### src/rtl/tmq_pkg.sv
// ----------------------------------------------------------------------------
// tmq_pkg
// Types, constants and register codes of the tile map fetch and collide block.
// ----------------------------------------------------------------------------
package tmq_pkg;

   localparam int MapDepthDefault = 4096;
   localparam int CellW = 16;

   typedef enum logic [1:0] {
      ACT_WRITE   = 2'd0,
      ACT_READ    = 2'd1,
      ACT_RENDER  = 2'd2,
      ACT_COLLIDE = 2'd3
   } action_type;

   typedef enum logic [2:0] {
      REG_TILE_W   = 3'd0,
      REG_TILE_H   = 3'd1,
      REG_MAP_W    = 3'd2,
      REG_MAP_H    = 3'd3,
      REG_WIDE     = 3'd4,
      REG_PRESENT  = 3'd5,
      REG_GRID_COL = 3'd6,
      REG_SPARE    = 3'd7
   } reg_type;

   typedef enum logic [3:0] {
      ST_IDLE,
      ST_DIVX,
      ST_DIVY,
      ST_ADDR,
      ST_MUL,
      ST_LOOK,
      ST_WAIT,
      ST_DATA,
      ST_CONTACT,
      ST_EMIT
   } state_type;

   typedef struct packed {
      logic [1:0]         action;
      logic signed [15:0] pos_x;
      logic signed [15:0] pos_y;
      logic [15:0]        cell_value;
      logic signed [15:0] scroll_x;
      logic signed [15:0] scroll_y;
      logic [9:0]         grid_col;
      logic [9:0]         grid_row;
      logic [1:0]         side;
      logic signed [15:0] move_x;
      logic signed [15:0] move_y;
   } req_type;

   typedef struct packed {
      logic [15:0]        vertex_index;
      logic [15:0]        texcoord_index;
      logic [15:0]        tile_value;
      logic signed [15:0] contact;
      logic               hit;
      logic               last;
   } rsp_type;

   typedef struct packed {
      logic [7:0]  tile_w;
      logic [7:0]  tile_h;
      logic [12:0] map_w;
      logic [12:0] map_h;
      logic        wide;
      logic        present;
      logic [10:0] grid_cols;
   } cfg_type;

   // Divider handshake between sequencer and divider.
   typedef struct packed {
      logic        start;
      logic [16:0] dividend;
      logic [7:0]  divisor;
   } div_req_type;

   typedef struct packed {
      logic        done;
      logic [16:0] quotient;
   } div_rsp_type;

endpackage

### src/rtl/tmq_div.sv
// ----------------------------------------------------------------------------
// tmq_div
// Restoring divider: 17-bit unsigned dividend by 8-bit divisor, one bit a cycle.
// ----------------------------------------------------------------------------
module tmq_div (
   input  logic                     clock,
   input  logic                     reset,
   input  tmq_pkg::div_req_type     div_req,
   output tmq_pkg::div_rsp_type     div_rsp
);

   logic [16:0] quo_ff, quo_in;
   logic [8:0]  rem_ff, rem_in;
   logic [7:0]  dsr_ff, dsr_in;
   logic [4:0]  cnt_ff, cnt_in;
   logic        busy_ff, busy_in;
   logic        done_ff, done_in;
   logic [8:0]  trial;

   always_comb begin
      quo_in  = quo_ff;
      rem_in  = rem_ff;
      dsr_in  = dsr_ff;
      cnt_in  = cnt_ff;
      busy_in = busy_ff;
      done_in = 1'b0;
      trial   = {rem_ff[7:0], quo_ff[16]};
      if (div_req.start) begin
         quo_in  = div_req.dividend;
         rem_in  = '0;
         dsr_in  = div_req.divisor;
         cnt_in  = 5'd17;
         busy_in = 1'b1;
      end else if (busy_ff) begin
         // shift one dividend bit into the partial remainder
         if (trial >= {1'b0, dsr_ff}) begin
            rem_in = trial - {1'b0, dsr_ff};
            quo_in = {quo_ff[15:0], 1'b1};
         end else begin
            rem_in = trial;
            quo_in = {quo_ff[15:0], 1'b0};
         end
         cnt_in = cnt_ff - 5'd1;
         if (cnt_ff == 5'd1) begin
            busy_in = 1'b0;
            done_in = 1'b1;
         end
      end
   end

   always_ff @(posedge clock) begin
      if (reset) begin
         busy_ff <= 1'b0;
         done_ff <= 1'b0;
         cnt_ff  <= '0;
      end else begin
         busy_ff <= busy_in;
         done_ff <= done_in;
         cnt_ff  <= cnt_in;
      end
      quo_ff <= quo_in;
      rem_ff <= rem_in;
      dsr_ff <= dsr_in;
   end

   assign div_rsp.done     = done_ff;
   assign div_rsp.quotient = quo_ff;

endmodule

### config.mk
export PLATFORM = sky130hd
export DESIGN_NAME = tmq_div
export DESIGN_NICKNAME = d
export VERILOG_FILES = /design/src/rtl/tmq_pkg.sv /design/src/rtl/tmq_div.sv
export SDC_FILE = /design/constraint.sdc
export NUM_CORES = 1
export LEC_CHECK = 0
export BUFFER_PORTS_ARGS = -buffer_cell sky130_fd_sc_hd__clkbuf_2
export CAP_MARGIN = 20
export CORE_MARGIN = 2
export CORE_UTILIZATION = 45
export CTS_BUF_LIST = sky130_fd_sc_hd__clkbuf_2
export CTS_CLUSTER_DIAMETER = 100
export CTS_CLUSTER_SIZE = 28
export DETAILED_ROUTE_END_ITERATION = 16
export GPL_ROUTABILITY_DRIVEN = 1
export HOLD_SLACK_MARGIN = 0.06
export PLACE_DENSITY = 0.68
export SETUP_SLACK_MARGIN = 0.15
export SLEW_MARGIN = 10
export SYNTH_ARGS = -nofsm -noshare
export SYNTH_HDL_FRONTEND = slang
export SYNTH_SLANG_ARGS = --single-unit
### constraint.sdc
create_clock -name clock -period 2.2 [get_ports clock]
set_input_delay 0.22 -clock clock [delete_from_list [all_inputs] [get_ports clock]]
set_output_delay 0.22 -clock clock [all_outputs]
set_load 0.02 [all_outputs]
==> summary.md, run 1 <==
| Metric | Value |
|---|---|
| Pins Over Slew Limit | `0` |
| Status | `finished, final reports clean` |
| Clock share of power | `0.283` |
| Max H-tree Level | `2` |
| DR vias | `1569` |
| Ant. Diodes | `0` |
| Setup TNS | `0 ns` |
| P_int | `1400 uW` |
| TritonCTS clock tree | `done` |
| Post-synthesis sequential area ratio | `0.497` |
| NumNets Final | `289` |
| Startpoint Class | `flop` |
| Crit-path max FO | `3` |
| R2R Setup Slk | `0.11 ns` |
| Max Clk Rate | `0.479 GHz` |
| Min Tclk post-route | `2.09 ns` |
| Fillers | `387` |
| Sw frac | `0.277` |
| Sequential power share | `0.475` |
| Syn avg cell area | `11.1 um^2` |
| ANT nets after route | `0` |
| Fin. Hold Viols | `0` |
| Die Y | `72.5 um` |
| Dominant synthesized flop cell | `edfxtp_1` |
| Net Count, Synth | `229` |
| Register bit count reported by yosys | `40` |
| Most numerous cell in the Yosys netlist | `edfxtp_1` |
| Worst path required time | `2.51 ns` |
| Clock root buffer | `clkbuf_2` |
| Final setup violation count | `0` |
| Post-synth EDFFs | `25` |
| Endpoint class of the critical path | `flop` |
| CTS buffer count | `5` |
| Post-Syn Area | `2110 um^2` |
| Area Overhead vs Synth | `24.1%` |
| Clock Latency Late Sink | `0.39 ns` |
| Syn Inst Count | `190` |
| Port bufs | `45` |
| Worst vdd ir | `0.482 mV` |
| Cell leakage power | `0.00110 uW` |
| Yosys cell types | `51` |
| Critical path arrival | `2.40 ns` |
| Yosys warns | `0` |
| DR pass1 iterations | `4` |
| Fraction of registers with async set/reset | `0` |
| Final setup skew | `0.0173 ns` |
| Overflow after GRT | `0` |
| Core area | `4440 um^2` |
| Period utilization | `0.950` |
| Vias in the first global route | `1537` |
| Clock sink count | `40` |
| Die width | `72.5 um` |
| Hold_sp | `div_req[12]` |
| Crit Path Class | `flop to flop` |
| Post-DP Area | `2420 um^2` |
| Starting DRT DRC Count | `50` |
| Area leader, netlist | `edfxtp_1` |
| Largest net degree at the start of global routing | `20` |
| GRT Util Overall | `0.173` |
| Starting Density | `0.476` |
| Placement Rows | `24` |
| R2r startpoint | `quo_ff[16]$_DFFE_PP_` |
| Power Density | `739 nW/um^2` |
| Share of layout cells above drive strength 1 | `0.367` |
| Final instance area | `2620 um^2` |
| Total wire length | `4.24 mm` |
| Max Cap Viol | `0` |
| First-pass GRT wire length | `6.99 mm` |
| Final Util | `0.590` |
| HP Class | `input port to flop` |
| Drt drc | `0` |
| Clk buf depth | `2` |
| Die area | `5260 um^2` |
| Top post-synthesis cells by area | `edfxtp_1 36%, dfxtp_1 14%, mux2_2 8.5%` |
| Initial antenna violation count | `0` |
| Vias/cell | `5.18` |
| Sw power | `536 uW` |
| DR WL/cell | `14.0 um` |
| Worst-margin pin slew | `0.476 ns` |
| CTS clk-pin slew, worst paths | `0.21 ns` |
| Detailed placement HPWL | `3.14 mm` |
| Slew margin rel. | `0.679` |
| I/O pins | `46` |
| Routability cong. | `0.804` |
| CP Launch Point | `quo_ff[16]$_DFFE_PP_` |
| Combinational share of power | `0.242` |
| RSZ-0062 raised after global routing | `yes` |
| Proportion of netlist area held by the largest area contributor | `0.355` |
| Most frequent cells after synthesis | `25 x edfxtp_1, 21 x nor2_1, 16 x inv_1, 16 x mux2_2, 15 x dfxtp_1` |
## power groups by stage
stage	logic, uW	clock network (uW)	registers [uW]
final	469	549	921
after global routing	518	588	935
after CTS	461	561	923
after detailed placement	445	0	939
after global placement	441	0	938
after floorplan	280	0	970
## stage by stage
step | setup WS, ns | total power, uW | instances | hold WS, ns
after floorplan | 0.175 | 1250 | 190 | 0.292
after global placement | 0.214 | 1380 | 285 | 0.397
after detailed placement | 0.194 | 1380 | 285 | 0.399
after CTS | 0.155 | 1940 | 303 | 0.0967
after global routing | 0.0359 | 2040 | 303 | 0.0764
final | 0.111 | 1940 | 303 | 0.104
## layout by cell type (no fill, tap or decap), types with 3 or more instances in the layout
cell	synthesis	routed
xnor2_1	3	3
nand3_1	3	3
inv_1	16	16
nand2b_1	4	3
nor2_1	21	21
mux2_2	16	16
xor2_1	5	5
dfxtp_1	15	15
ha_1	10	8
clkbuf_2	0	51
dlygate4sd3_1	0	9
nand2_1	10	10
edfxtp_1	25	25
buf_4	1	9
nor3_1	3	3
a21oi_1	7	7
## cell type report
type,count,area (um^2),share of cell area
multi-input cells,124,973,0.371
flip-flops and latches,40,1050,0.401
repair buffers,63,383,0.146
well taps,52,65.1,0.0248
clock inverters,2,60.1,0.0229
inverters,16,60.1,0.0229
clock buffers,6,30.0,0.0115
## worst max-delay path, stage by stage (launching register included)
cell and delay [ns]:
edfxtp_1 0.40, inv_1 0.05, ha_2 0.19, fa_2 0.35, nand2b_4 0.18, a2111oi_4 0.32, a311oi_1 0.11, a21o_1 0.18
a311oi_2 0.23
## layer usage
| metal | track usage | vias up | wire [um] |
|---|---|---|---|
| met2 | 0.294 | 35 | 2200 |
| met5 | 0 | - | 0 |
| met3 | 0.0458 | 10 | 175 |
| met1 | 0.213 | 722 | 1790 |
| met4 | 0.0556 | 0 | 72 |
| li1 | - | 802 | - |
## flip-flops by register name (all words and copies together), names as in the netlist
| register | cells |
|---|---|
| busy_ff | 1 |
| cnt_ff | 5 |
| done_ff | 1 |
| dsr_ff | 8 |
| quo_ff | 17 |
| rem_ff | 8 |
## kinds of logic after synthesis
logic type / share of synthesized area
flops: 0.497
xor+xnor: 0.0332
compound gates: 0.121
buf+inv: 0.0580
mux: 0.0900
simple gates: 0.131
fa+ha+maj: 0.0687
## what timing repair did
item | 4_1_cts | 5_1_grt
gates resized for setup | 0 | 2
endpoints found under the setup margin | 1 | 3
endpoints found under the hold margin | 12 | 0
setup buffers | 1 | 0
hold buffers | 9 | 0
## final timing paths
check	cells after the start	endpoint
max	8	rem_ff[6]$_SDFFE_PP0P_
min	2	quo_ff[4]$_DFFE_PP_
max reg2reg	8	rem_ff[6]$_SDFFE_PP0P_
min reg2reg	2	cnt_ff[1]$_SDFFE_PP0P_
Power figures use the tool's default switching activity.
==> run 2, diff against run 1 <==
--- a/config.mk
+++ b/config.mk
@@ -7,6 +7,7 @@
 export LEC_CHECK = 0
 export BUFFER_PORTS_ARGS = -buffer_cell sky130_fd_sc_hd__clkbuf_2
 export CAP_MARGIN = 20
+export CORE_ASPECT_RATIO = 0.7
 export CORE_MARGIN = 2
 export CORE_UTILIZATION = 45
 export CTS_BUF_LIST = sky130_fd_sc_hd__clkbuf_2
==> run 2 against run 1 <==
Compared with the run above: design area shrank 0.43%; total power shrank 5.2%; first-iteration DRC count grew to 3.6 times the previous value.
==> summary.md, run 2 (synthesis results as in run 1) <==
| Metric | Value |
|---|---|
| Pins Over Slew Limit | `0` |
| GRT Util Overall | `0.171` |
| Hold_ws | `0.103 ns` |
| Core area | `4430 um^2` |
| Number of flip-flops in the largest register | `17` |
| Final setup skew | `0.0172 ns` |
| Final setup violation count | `0` |
| NumNets Final | `291` |
| Max H-tree Level | `2` |
| Vias in the first global route | `1446` |
| Critical path arrival | `2.31 ns` |
| Post-DP Area | `2430 um^2` |
| Share of layout cells above drive strength 1 | `0.383` |
| Most frequent cells in the layout | `51 x clkbuf_2, 25 x edfxtp_1, 21 x nor2_1` |
| TritonCTS clock tree | `done` |
| Hold_sp | `div_req[21]` |
| HP Class | `input port to flop` |
| Area Overhead vs Synth | `23.6%` |
| Worst vdd ir | `0.458 mV` |
| Vias/cell | `5.18` |
| Worst path required time | `2.54 ns` |
| Cell leakage power | `0.00110 uW` |
| Period utilization | `0.896` |
| Clock root buffer | `clkbuf_2` |
| Fin. Hold Viols | `0` |
| Slew margin rel. | `0.723` |
| Most flops, register | `quo_ff` |
| Buf/Inv on CP | `1` |
| CP Launch Point | `quo_ff[16]$_DFFE_PP_` |
| DR WL/cell | `13.8 um` |
| First-pass GRT wire length | `6.69 mm` |
| Met3 routed WL | `229 um` |
| Final instance area | `2610 um^2` |
| CTS clk-pin slew, worst paths | `0.21 ns` |
| Starting Density | `0.477` |
| DR vias | `1596` |
| Min Tclk post-route | `1.97 ns` |
| Startpoint Class | `flop` |
| Detailed placement HPWL | `3.06 mm` |
| Routability cong. | `0.826` |
| Largest registers in the final layout | `quo_ff x17, dsr_ff x8, rem_ff x8` |
| Starting DRT DRC Count | `178` |
| Overflow after GRT | `0` |
| DR pass1 iterations | `4` |
| Endpoint class of the critical path | `flop` |
| Crit-path max FO | `3` |
| CTS buffer count | `5` |
| WL met2 | `1.82 mm` |
| Power Density | `704 nW/um^2` |
| Delay-heaviest family, CP | `compound AO/OA/AOI/OAI gates` |
| Initial antenna violation count | `0` |
| Total wire length | `4.24 mm` |
| CP max stage cell | `edfxtp_1` |
| ANT nets after route | `0` |
| Critical-path cell list | `inv_1 > ha_2 > fa_2 > nand2b_4 > a2111oi_2 > a311oi_1 > a21o_1 > a311oi_2` |
| Uppermost layer routed | `met4` |
| Routed length on met1 | `2.13 mm` |
| Setup TNS | `0 ns` |
| I/O pins | `46` |
| Drt drc | `0` |
| Clock sink count | `40` |
| R2r startpoint | `quo_ff[16]$_DFFE_PP_` |
| Status | `finished, final reports clean` |
| Ant. Diodes | `0` |
| Placement Rows | `20` |
| Worst-margin pin slew | `0.413 ns` |
| RSZ-0062 raised after global routing | `yes` |
| Die Y | `61.3 um` |
| Clock Latency Late Sink | `0.40 ns` |
| Clk buf depth | `2` |
| Max Clk Rate | `0.507 GHz` |
| Crit Path Class | `flop to flop` |
| Die width | `85.9 um` |
| Die area | `5270 um^2` |
| CP max stage delay | `0.39 ns` |
| Largest net degree at the start of global routing | `19` |
| Leading cell type in the layout, fill and taps excluded | `clkbuf_2` |
| Port bufs | `45` |
| Fillers | `364` |
| Max Cap Viol | `0` |
==> run 2: cell types whose count changed in the layout (fill, tap and decap cells not counted), sizes merged <==
| cell | change |
|---|---|
| clkinv | +1 |
| bufinv | -1 |
| buf | +2 |
==> run 2: area by class of cell <==
class	instances	area [um^2]	share of cell area
clock buffers	6	30.0	0.0115
multi-input cells	124	968	0.371
clock inverters	2	35.0	0.0134
inverters	16	60.1	0.0230
repair buffers	65	398	0.152
flip-flops and latches	40	1050	0.402
well taps	55	68.8	0.0264
==> run 2: metrics by stage <==
stage	power [uW]	setup WS, ns	util	cells
after global routing	1940	0.118	0.590	308
after global placement	1380	0.257	0.549	289
after CTS	1830	0.172	0.584	306
after floorplan	1250	0.175	-	190
after detailed placement	1380	0.199	0.549	289
final	1840	0.229	0.590	308
==> run 2: metal layers <==
metal / vias up / global-route usage
li1: 806 / -
met1: 746 / 0.239
met2: 37 / 0.257
met3: 7 / 0.0456
met4: 0 / 0.0680
met5: - / 0
==> run 2: repair_timing <==
item | in CTS | in global routing
endpoints found under the setup margin | 0 | 6
gates resized for setup | 0 | 5
setup buffers | 0 | 2
hold buffers | 9 | 0
hold endpoints to repair | 14 | 0
==> run 2: worst reg2reg max path, cell delays in order, from the launching register on <==
cell and delay (ns):
edfxtp_1 0.39, inv_1 0.06, ha_2 0.19, fa_2 0.35
nand2b_4 0.17, a2111oi_2 0.29, a311oi_1 0.09, a21o_1 0.17
a311oi_2 0.21
==> run 2: worst paths after layout <==
check	to	slack [ns]	cells after the start
worst max-delay path	rem_ff[6]$_SDFFE_PP0P_	0.23	8
worst min-delay path	quo_ff[13]$_DFFE_PP_	0.10	2
worst max register to register	rem_ff[6]$_SDFFE_PP0P_	0.23	8
worst min register to register	cnt_ff[1]$_SDFFE_PP0P_	0.54	2
==> run 2: where the power goes <==
part / switching [uW] / leakage (uW) / internal (uW)
logic: 253 / 0.000683 / 219
registers: 44.9 / 0.000373 / 877
clock network: 248 / 0.0000430 / 196
total: 546 / 0.00110 / 1290
