$ cat config.mk
export PLATFORM = sky130hd
export DESIGN_NAME = tmq_seq
export DESIGN_NICKNAME = d
export VERILOG_FILES = /design/src/rtl/tmq_pkg.sv /design/src/rtl/tmq_seq.sv
export SDC_FILE = /design/constraint.sdc
export NUM_CORES = 2
export LEC_CHECK = 0
export BUFFER_PORTS_ARGS = -buffer_cell sky130_fd_sc_hd__buf_2
export CORE_ASPECT_RATIO = 0.5
export CORE_MARGIN = 1
export CORE_UTILIZATION = 40
export DETAILED_ROUTE_END_ITERATION = 12
export SETUP_SLACK_MARGIN = 0.05
export SLEW_MARGIN = 0
export SYNTH_ARGS = -nofsm -noshare
export SYNTH_HDL_FRONTEND = slang
export SYNTH_SLANG_ARGS = --single-unit
$ cat constraint.sdc
create_clock -name clock -period 21.9 [get_ports clock]
set_input_delay 5.475 -clock clock [delete_from_list [all_inputs] [get_ports clock]]
set_output_delay 5.475 -clock clock [all_outputs]
set_load 0.05 [all_outputs]
$ cat src/rtl/tmq_pkg.sv
// ----------------------------------------------------------------------------
// tmq_pkg
// Types, constants and register codes of the tile map fetch and collide block.
// ----------------------------------------------------------------------------
package tmq_pkg;

   localparam int MapDepthDefault = 4096;
   localparam int CellW = 16;

   typedef enum logic [1:0] {
      ACT_WRITE   = 2'd0,
      ACT_READ    = 2'd1,
      ACT_RENDER  = 2'd2,
      ACT_COLLIDE = 2'd3
   } action_type;

   typedef enum logic [2:0] {
      REG_TILE_W   = 3'd0,
      REG_TILE_H   = 3'd1,
      REG_MAP_W    = 3'd2,
      REG_MAP_H    = 3'd3,
      REG_WIDE     = 3'd4,
      REG_PRESENT  = 3'd5,
      REG_GRID_COL = 3'd6,
      REG_SPARE    = 3'd7
   } reg_type;

   typedef enum logic [3:0] {
      ST_IDLE,
      ST_DIVX,
      ST_DIVY,
      ST_ADDR,
      ST_MUL,
      ST_LOOK,
      ST_WAIT,
      ST_DATA,
      ST_CONTACT,
      ST_EMIT
   } state_type;

   typedef struct packed {
      logic [1:0]         action;
      logic signed [15:0] pos_x;
      logic signed [15:0] pos_y;
      logic [15:0]        cell_value;
      logic signed [15:0] scroll_x;
      logic signed [15:0] scroll_y;
      logic [9:0]         grid_col;
      logic [9:0]         grid_row;
      logic [1:0]         side;
      logic signed [15:0] move_x;
      logic signed [15:0] move_y;
   } req_type;

   typedef struct packed {
      logic [15:0]        vertex_index;
      logic [15:0]        texcoord_index;
      logic [15:0]        tile_value;
      logic signed [15:0] contact;
      logic               hit;
      logic               last;
   } rsp_type;

   typedef struct packed {
      logic [7:0]  tile_w;
      logic [7:0]  tile_h;
      logic [12:0] map_w;
      logic [12:0] map_h;
      logic        wide;
      logic        present;
      logic [10:0] grid_cols;
   } cfg_type;

   // Divider handshake between sequencer and divider.
   typedef struct packed {
      logic        start;
      logic [16:0] dividend;
      logic [7:0]  divisor;
   } div_req_type;

   typedef struct packed {
      logic        done;
      logic [16:0] quotient;
   } div_rsp_type;

endpackage

$ cat src/rtl/tmq_seq.sv
// ----------------------------------------------------------------------------
// tmq_seq
// Per-transaction sequencer: divisions, bounds, address, map read or write, result emit.
// ----------------------------------------------------------------------------
module tmq_seq #(
   parameter int MapDepth = tmq_pkg::MapDepthDefault
) (
   input  logic                        clock,
   input  logic                        reset,
   input  tmq_pkg::cfg_type            cfg,
   input  logic                        req_valid,
   output logic                        req_stall,
   input  tmq_pkg::req_type            req_data,
   output logic                        rsp_valid,
   input  logic                        rsp_stall,
   output tmq_pkg::rsp_type            rsp_data,
   output tmq_pkg::div_req_type        div_req,
   input  tmq_pkg::div_rsp_type        div_rsp,
   output logic                        mem_wr,
   output logic [$clog2(MapDepth)-1:0] mem_addr,
   output logic [15:0]                 mem_wdata,
   input  logic [15:0]                 mem_rdata
);

   localparam int AW = $clog2(MapDepth);

   tmq_pkg::state_type st_ff, st_in;
   tmq_pkg::req_type   rq_ff, rq_in;
   tmq_pkg::rsp_type   out_ff, out_in;
   logic               ov_ff, ov_in;
   logic [1:0]         k_ff, k_in;
   logic signed [17:0] cx_ff, cx_in, cy_ff, cy_in;
   logic [25:0]        prod_ff, prod_in;
   logic [17:0]        cbase_ff, cbase_in;
   logic               ok_ff, ok_in;
   logic [15:0]        tile_ff, tile_in;
   logic [15:0]        vi_ff, vi_in;
   logic [15:0]        ti_ff, ti_in;
   logic [1:0]         nres_ff, nres_in;

   logic [7:0]         tw, th;
   logic signed [16:0] qx, qy;
   logic [16:0]        absx, absy;
   logic [15:0]        rd_cell;
   logic [20:0]        limx, limy;
   logic               accept;

   assign tw = (cfg.tile_w == 8'd0) ? 8'd1 : cfg.tile_w;
   assign th = (cfg.tile_h == 8'd0) ? 8'd1 : cfg.tile_h;
   assign qx = 17'(rq_ff.pos_x) + 17'(rq_ff.move_x);
   assign qy = 17'(rq_ff.pos_y) + 17'(rq_ff.move_y);
   assign absx = rq_ff.scroll_x[15] ? 17'(-17'(rq_ff.scroll_x)) : 17'(rq_ff.scroll_x);
   assign absy = rq_ff.scroll_y[15] ? 17'(-17'(rq_ff.scroll_y)) : 17'(rq_ff.scroll_y);
   assign rd_cell = cfg.wide ? mem_rdata : {8'd0, mem_rdata[7:0]};
   assign limx = 21'(tw) * 21'(cfg.map_w);
   assign limy = 21'(th) * 21'(cfg.map_h);
   assign accept = req_valid && !req_stall;
   assign req_stall = (st_ff != tmq_pkg::ST_IDLE) || ov_ff;

   always_comb begin
      st_in    = st_ff;
      rq_in    = rq_ff;
      out_in   = out_ff;
      ov_in    = ov_ff;
      k_in     = k_ff;
      cx_in    = cx_ff;
      cy_in    = cy_ff;
      prod_in  = prod_ff;
      cbase_in = cbase_ff;
      ok_in    = ok_ff;
      tile_in  = tile_ff;
      vi_in    = vi_ff;
      ti_in    = ti_ff;
      nres_in  = nres_ff;
      div_req  = '0;
      mem_wr   = 1'b0;
      mem_addr = prod_ff[AW-1:0];
      mem_wdata = cfg.wide ? rq_ff.cell_value : {8'd0, rq_ff.cell_value[7:0]};

      if (ov_ff && !rsp_stall) begin
         ov_in = 1'b0;
      end

      case (st_ff)
         tmq_pkg::ST_IDLE: begin
            if (accept) begin
               rq_in = req_data;
               cx_in = 18'(req_data.pos_x);
               cy_in = 18'(req_data.pos_y);
               case (req_data.action)
                  tmq_pkg::ACT_RENDER:  st_in = tmq_pkg::ST_DIVX;
                  tmq_pkg::ACT_COLLIDE: st_in = tmq_pkg::ST_DIVX;
                  default:              st_in = tmq_pkg::ST_ADDR;
               endcase
               div_req.start = 1'b0;
            end
         end
         tmq_pkg::ST_DIVX: begin
            // launch x division once, wait for done
            if (!div_rsp.done && k_ff == 2'd0) begin
               div_req.start    = 1'b1;
               div_req.dividend = (rq_ff.action == tmq_pkg::ACT_RENDER) ? absx
                                                                         : 17'(qx);
               div_req.divisor  = tw;
               k_in = 2'd1;
            end else if (div_rsp.done) begin
               if (rq_ff.action == tmq_pkg::ACT_RENDER) begin
                  cx_in = (rq_ff.scroll_x[15] ? -18'(div_rsp.quotient)
                                              : 18'(div_rsp.quotient))
                          + 18'(rq_ff.grid_col);
               end else begin
                  cx_in = 18'(div_rsp.quotient);
               end
               k_in  = 2'd0;
               st_in = tmq_pkg::ST_DIVY;
            end
         end
         tmq_pkg::ST_DIVY: begin
            if (!div_rsp.done && k_ff == 2'd0) begin
               div_req.start    = 1'b1;
               div_req.dividend = (rq_ff.action == tmq_pkg::ACT_RENDER) ? absy
                                                                         : 17'(qy);
               div_req.divisor  = th;
               k_in = 2'd1;
            end else if (div_rsp.done) begin
               if (rq_ff.action == tmq_pkg::ACT_RENDER) begin
                  cy_in = (rq_ff.scroll_y[15] ? -18'(div_rsp.quotient)
                                              : 18'(div_rsp.quotient))
                          + 18'(rq_ff.grid_row);
               end else begin
                  cy_in = 18'(div_rsp.quotient);
               end
               k_in  = 2'd0;
               st_in = tmq_pkg::ST_ADDR;
            end
         end
         tmq_pkg::ST_ADDR: begin
            ok_in = !cx_ff[17] && !cy_ff[17] && (cx_ff < 18'(cfg.map_w))
                    && (cy_ff < 18'(cfg.map_h));
            if (rq_ff.action == tmq_pkg::ACT_COLLIDE) begin
               ok_in = !qx[16] && !qy[16] && (21'(qx) < limx) && (21'(qy) < limy);
            end
            if (rq_ff.action == tmq_pkg::ACT_RENDER
                && (12'(rq_ff.grid_col) + 12'd1 >= 12'(cfg.grid_cols))) begin
               ok_in = 1'b0;
            end
            st_in = tmq_pkg::ST_MUL;
         end
         tmq_pkg::ST_MUL: begin
            prod_in = 26'(cx_ff[12:0]) + 26'(cfg.map_w) * 26'(cy_ff[12:0]);
            vi_in   = 16'(rq_ff.grid_col) + 16'(cfg.grid_cols) * 16'(rq_ff.grid_row);
            cbase_in = (rq_ff.side[1] ? 18'(cy_ff[12:0]) : 18'(cx_ff[12:0]))
                       + (rq_ff.side[0] ? 18'd0 : 18'd1);
            st_in = tmq_pkg::ST_LOOK;
         end
         tmq_pkg::ST_LOOK: begin
            if (prod_ff >= 26'(MapDepth)) begin
               ok_in = 1'b0;
            end
            st_in = tmq_pkg::ST_WAIT;
         end
         tmq_pkg::ST_WAIT: begin
            // address is stable, RAM data arrives next cycle
            if (rq_ff.action == tmq_pkg::ACT_WRITE) begin
               mem_wr = ok_ff;
               st_in  = tmq_pkg::ST_IDLE;
            end else begin
               st_in = tmq_pkg::ST_DATA;
            end
         end
         tmq_pkg::ST_DATA: begin
            tile_in = ok_ff ? rd_cell : 16'd0;
            st_in   = tmq_pkg::ST_CONTACT;
            k_in    = 2'd0;
         end
         tmq_pkg::ST_CONTACT: begin
            prod_in = 26'(rq_ff.side[1] ? th : tw) * 26'(cbase_ff);
            ti_in   = cfg.present ? 16'((tile_ff - 16'd1) << 2) : 16'd0;
            nres_in = 2'd0;
            case (rq_ff.action)
               tmq_pkg::ACT_RENDER: begin
                  if (!ok_ff || (cfg.present && tile_ff == 16'd0)) begin
                     st_in = tmq_pkg::ST_IDLE;
                  end else begin
                     nres_in = 2'd3;
                     st_in   = tmq_pkg::ST_EMIT;
                  end
               end
               default: st_in = tmq_pkg::ST_EMIT;
            endcase
         end
         tmq_pkg::ST_EMIT: begin
            if (!ov_ff || !rsp_stall) begin
               ov_in  = 1'b1;
               out_in = '0;
               case (rq_ff.action)
                  tmq_pkg::ACT_READ: begin
                     out_in.tile_value = tile_ff;
                     out_in.last       = 1'b1;
                  end
                  tmq_pkg::ACT_COLLIDE: begin
                     out_in.last = 1'b1;
                     if (tile_ff != 16'd0) begin
                        out_in.hit        = 1'b1;
                        out_in.tile_value = tile_ff;
                        out_in.contact    = 16'(prod_ff[15:0]
                                          - (rq_ff.side[1] ? rq_ff.move_y
                                                           : rq_ff.move_x));
                     end
                  end
                  default: begin
                     case (k_ff)
                        2'd0: out_in.vertex_index = vi_ff;
                        2'd1: out_in.vertex_index = vi_ff + 16'd1;
                        2'd2: out_in.vertex_index = vi_ff + 16'(cfg.grid_cols) + 16'd1;
                        default: out_in.vertex_index = vi_ff + 16'(cfg.grid_cols);
                     endcase
                     out_in.texcoord_index = ti_ff + 16'(k_ff);
                     out_in.last = (k_ff == nres_ff);
                  end
               endcase
               if (rq_ff.action != tmq_pkg::ACT_RENDER || k_ff == nres_ff) begin
                  k_in  = 2'd0;
                  st_in = tmq_pkg::ST_IDLE;
               end else begin
                  k_in = k_ff + 2'd1;
               end
            end
         end
         default: st_in = tmq_pkg::ST_IDLE;
      endcase
   end

   always_ff @(posedge clock) begin
      if (reset) begin
         st_ff <= tmq_pkg::ST_IDLE;
         ov_ff <= 1'b0;
         k_ff  <= '0;
      end else begin
         st_ff <= st_in;
         ov_ff <= ov_in;
         k_ff  <= k_in;
      end
      rq_ff    <= rq_in;
      out_ff   <= out_in;
      cx_ff    <= cx_in;
      cy_ff    <= cy_in;
      prod_ff  <= prod_in;
      cbase_ff <= cbase_in;
      ok_ff    <= ok_in;
      tile_ff  <= tile_in;
      vi_ff    <= vi_in;
      ti_ff    <= ti_in;
      nres_ff  <= nres_in;
   end

   assign rsp_valid = ov_ff;
   assign rsp_data  = out_ff;

endmodule

==> flow_summary_export.csv <==
group,metric,value,unit
logic_synthesis,ys.flop_type,"edfxtp_1",
floorplan,num_io_pins,352,
sta,tns,0,ns
sta,hold_slack,0.5199,ns
sta,fmax,76.75,MHz
finish,area_growth,10.78,%
setup_path,critPathLaunchType,"input pin",
routing,post_drt_wl_per_cell,20.39,um
logic_synthesis,synthCells,4208,
global_route,grt_pass1_wl,183700,um
cts,postCtsSetupBuffers,0,
global_route,track_usage,0.2348,
setup_path,cp_data_required_time,16.43,ns
cts,root_buffer,"clkbuf_16",
cts,cts_buffers,37,
setup_path,crit_fanout,13,
setup_path,end_kind,"output pin",
logic_synthesis,synth_top_area_cell,"edfxtp_1",
floorplan,die_w,449.0,um
sta,rsz0062_at_grt,"no",
global_route,grt-ovfl-total,0,
logic_synthesis,yosysTopAreaCellShare,0.2449,
setup_path,arrival,7.55,ns
logic_synthesis,ys_warn_count,0,
cts,cts_resized,0,
cts,cts.sinks,333,
sta,fin_ws,8.871,ns
floorplan,rows,81,
place,pre_cts_slack,8.871,ns
outcome,status,"completed",
place,hpwl,95500,um
routing,vias,31150,
global_route,grt_max_degree,81,
floorplan,coreArea,98310,um2
logic_synthesis,syn-cell-area,39970,um2
setup_path,cpPeakStageDelay,0.49,ns
cts,clk_path_buf_depth,3,
sta,fin_crit_sh,0.5950,
place,portBuffers,351,
sta,slew_viol_final,0,
global_route,grt_pass1_vias,31440,
routing,final_antenna_net_count,0,
place,dp_cells,5742,
floorplan,die_y,225.5,um
routing,first_iter_violations,2266,
logic_synthesis,synth-seq-cells,333,
floorplan,initial_core_util,0.4066,
logic_synthesis,synth_area_leaders,"edfxtp_1, fa_1, ha_1",
logic_synthesis,synth-async-reset-ratio,0,
setup_path,worst-setup-path-type,"in -> out",
finish,num-fill-cells,9492,
routing,drtPass1Iterations,6,
setup_path,crit_chain,"buf_2 -> nand2b_1 -> nand2b_1 -> or4_1 -> nor3_1 -> o22a_1 -> a31o_2 -> buf_2",
cts,clk_pin_slew,0.06,ns
cts,htreeDepth,2,
logic_synthesis,avgSynthCellArea,9.498,um2
routing,drc,0,
sta,setup_viol,0,
cts,cts_tree,"done",
sta,tightest_slew,1.156,ns
sta,maxSlewHeadroom,0.2230,
run,maxCapViolCount,0,
finish,layout.nets,5515,
logic_synthesis,synth.distinct_cells,84,
routing,viasPerCell,5.352,
sta,final_hold_viol_count,0,
place,gp_congestion,0.9273,
floorplan,die-area,101300,um2
finish,drive_above_1_share,0.1098,
cts,clk-insertion-delay-late,0.59,ns
cts,hold_buffers,0,
routing,routed_wl,118700,um
logic_synthesis,synth_edf_count,326,
setup_path,cp_slowest_cell,"or4_1",
worst_hold_path,hp-class,"reg -> reg",
sta,fin_skew,0.03281,ns
finish,instances_no_fill,5821,
sta,layout_min_cycle_time,13.03,ns
global_route,antenna_found_initial,31,
logic_synthesis,ys_seq_area_frac,0.2484,
logic_synthesis,syn_nets,5270,
-- kinds of logic after synthesis --
kind of cell / synth area share
muxes: 0.009642
buffers and inverters: 0.07037
DFF: 0.2484
AOI/OAI and AO/OA: 0.1060
and+or+nand+nor: 0.1713
adders and majority gates: 0.3382
xor gates and xnor gates: 0.05610
-- routing by layer --
| metal | wire, um | GRT usage | vias to the layer above |
|---|---|---|---|
| met2 | 57330 | 0.4027 | 870 |
| met5 | 86 | 0 | - |
| met4 | 3271 | 0.06606 | 16 |
| li1 | - | - | 14570 |
| met1 | 51320 | 0.3094 | 15510 |
| met3 | 6687 | 0.03321 | 189 |
-- path summary, 6_finish.rpt --
| path | slack, ns | end | from | cells after the start |
|---|---|---|---|---|
| setup / recovery | 8.87 | div_req[23] | div_rsp[17] | 8 |
| setup reg to reg | 14.66 | prod_ff[24] | cy_ff[1] | 20 |
| hold / removal | 0.52 | rsp_data[47] | ti_ff[13] | 1 |
| hold reg to reg | 0.52 | rsp_data[47] | ti_ff[13] | 1 |
-- cell type report --
class                   instances  area, um2  share of cell area
inverters                     547       2053             0.04637
well taps                    1328       1662             0.03753
clock inverters                24      337.8            0.007630
multi-input cells            3149      27270              0.6160
repair buffers                385       2012             0.04544
diodes                         13      32.53           0.0007348
flip-flops and latches        333       9930              0.2243
clock buffers                  42      975.9             0.02204
-- flip-flops by register name, summed over array words and instances (netlist names) --
signal     cells
rsp_valid      1
k_ff           2
cy_ff         18
prod_ff       26
cbase_ff      14
nres_ff        1
ti_ff         14
ok_ff          1
tile_ff       16
st_ff          4
vi_ff         16
rsp_data      66
cx_ff         18
rq_ff        136
-- stage by stage --
step	area (um2)	util
final	44280	0.4504
after CTS	44240	0.4500
after global routing	44270	0.4503
after detailed placement	42930	0.4367
after floorplan	39970	-
after global placement	42930	0.4367
-- cell usage after synthesis (12+ instances only) --
master / n
edfxtp_1: 326
buf_4: 20
nor2_1: 202
a221oi_1: 20
a31oi_1: 19
fa_1: 412
nand3_1: 49
nand2b_1: 42
clkbuf_1: 147
nor3_1: 66
xor2_1: 102
mux2i_1: 25
ha_1: 421
xnor2_1: 154
or3_1: 32
o31ai_1: 22
nor4_1: 19
nand2_1: 445
o22ai_1: 17
nor2b_1: 63
o21a_1: 17
o21ai_0: 148
nand4_1: 18
and2_1: 346
mux2_2: 12
or4_1: 12
inv_1: 547
a21o_1: 61
a21oi_1: 197
and3_1: 29
a211oi_1: 15
-- cell usage in the layout, fill, tap and decap left out, types with 61 or more instances in the layout --
cell / count
inv_1: 547
fa_1: 412
a21o_1: 61
buf_2: 351
nor3_1: 66
nor2_1: 202
o21ai_0: 148
nand2_1: 445
a21oi_1: 196
xor2_1: 102
and2_1: 346
xnor2_1: 154
nor2b_1: 62
edfxtp_1: 326
ha_1: 421
-- critical path, delay by kind of cell --
kind,cells,cell delay (ns)
simple gates,4,1.42
buf+inv,2,0.40
compound gates,2,0.25
Power is left out: the tool's default activity adds up to more than one toggle a clock period on the data nets, which glitch-free logic cannot reach.
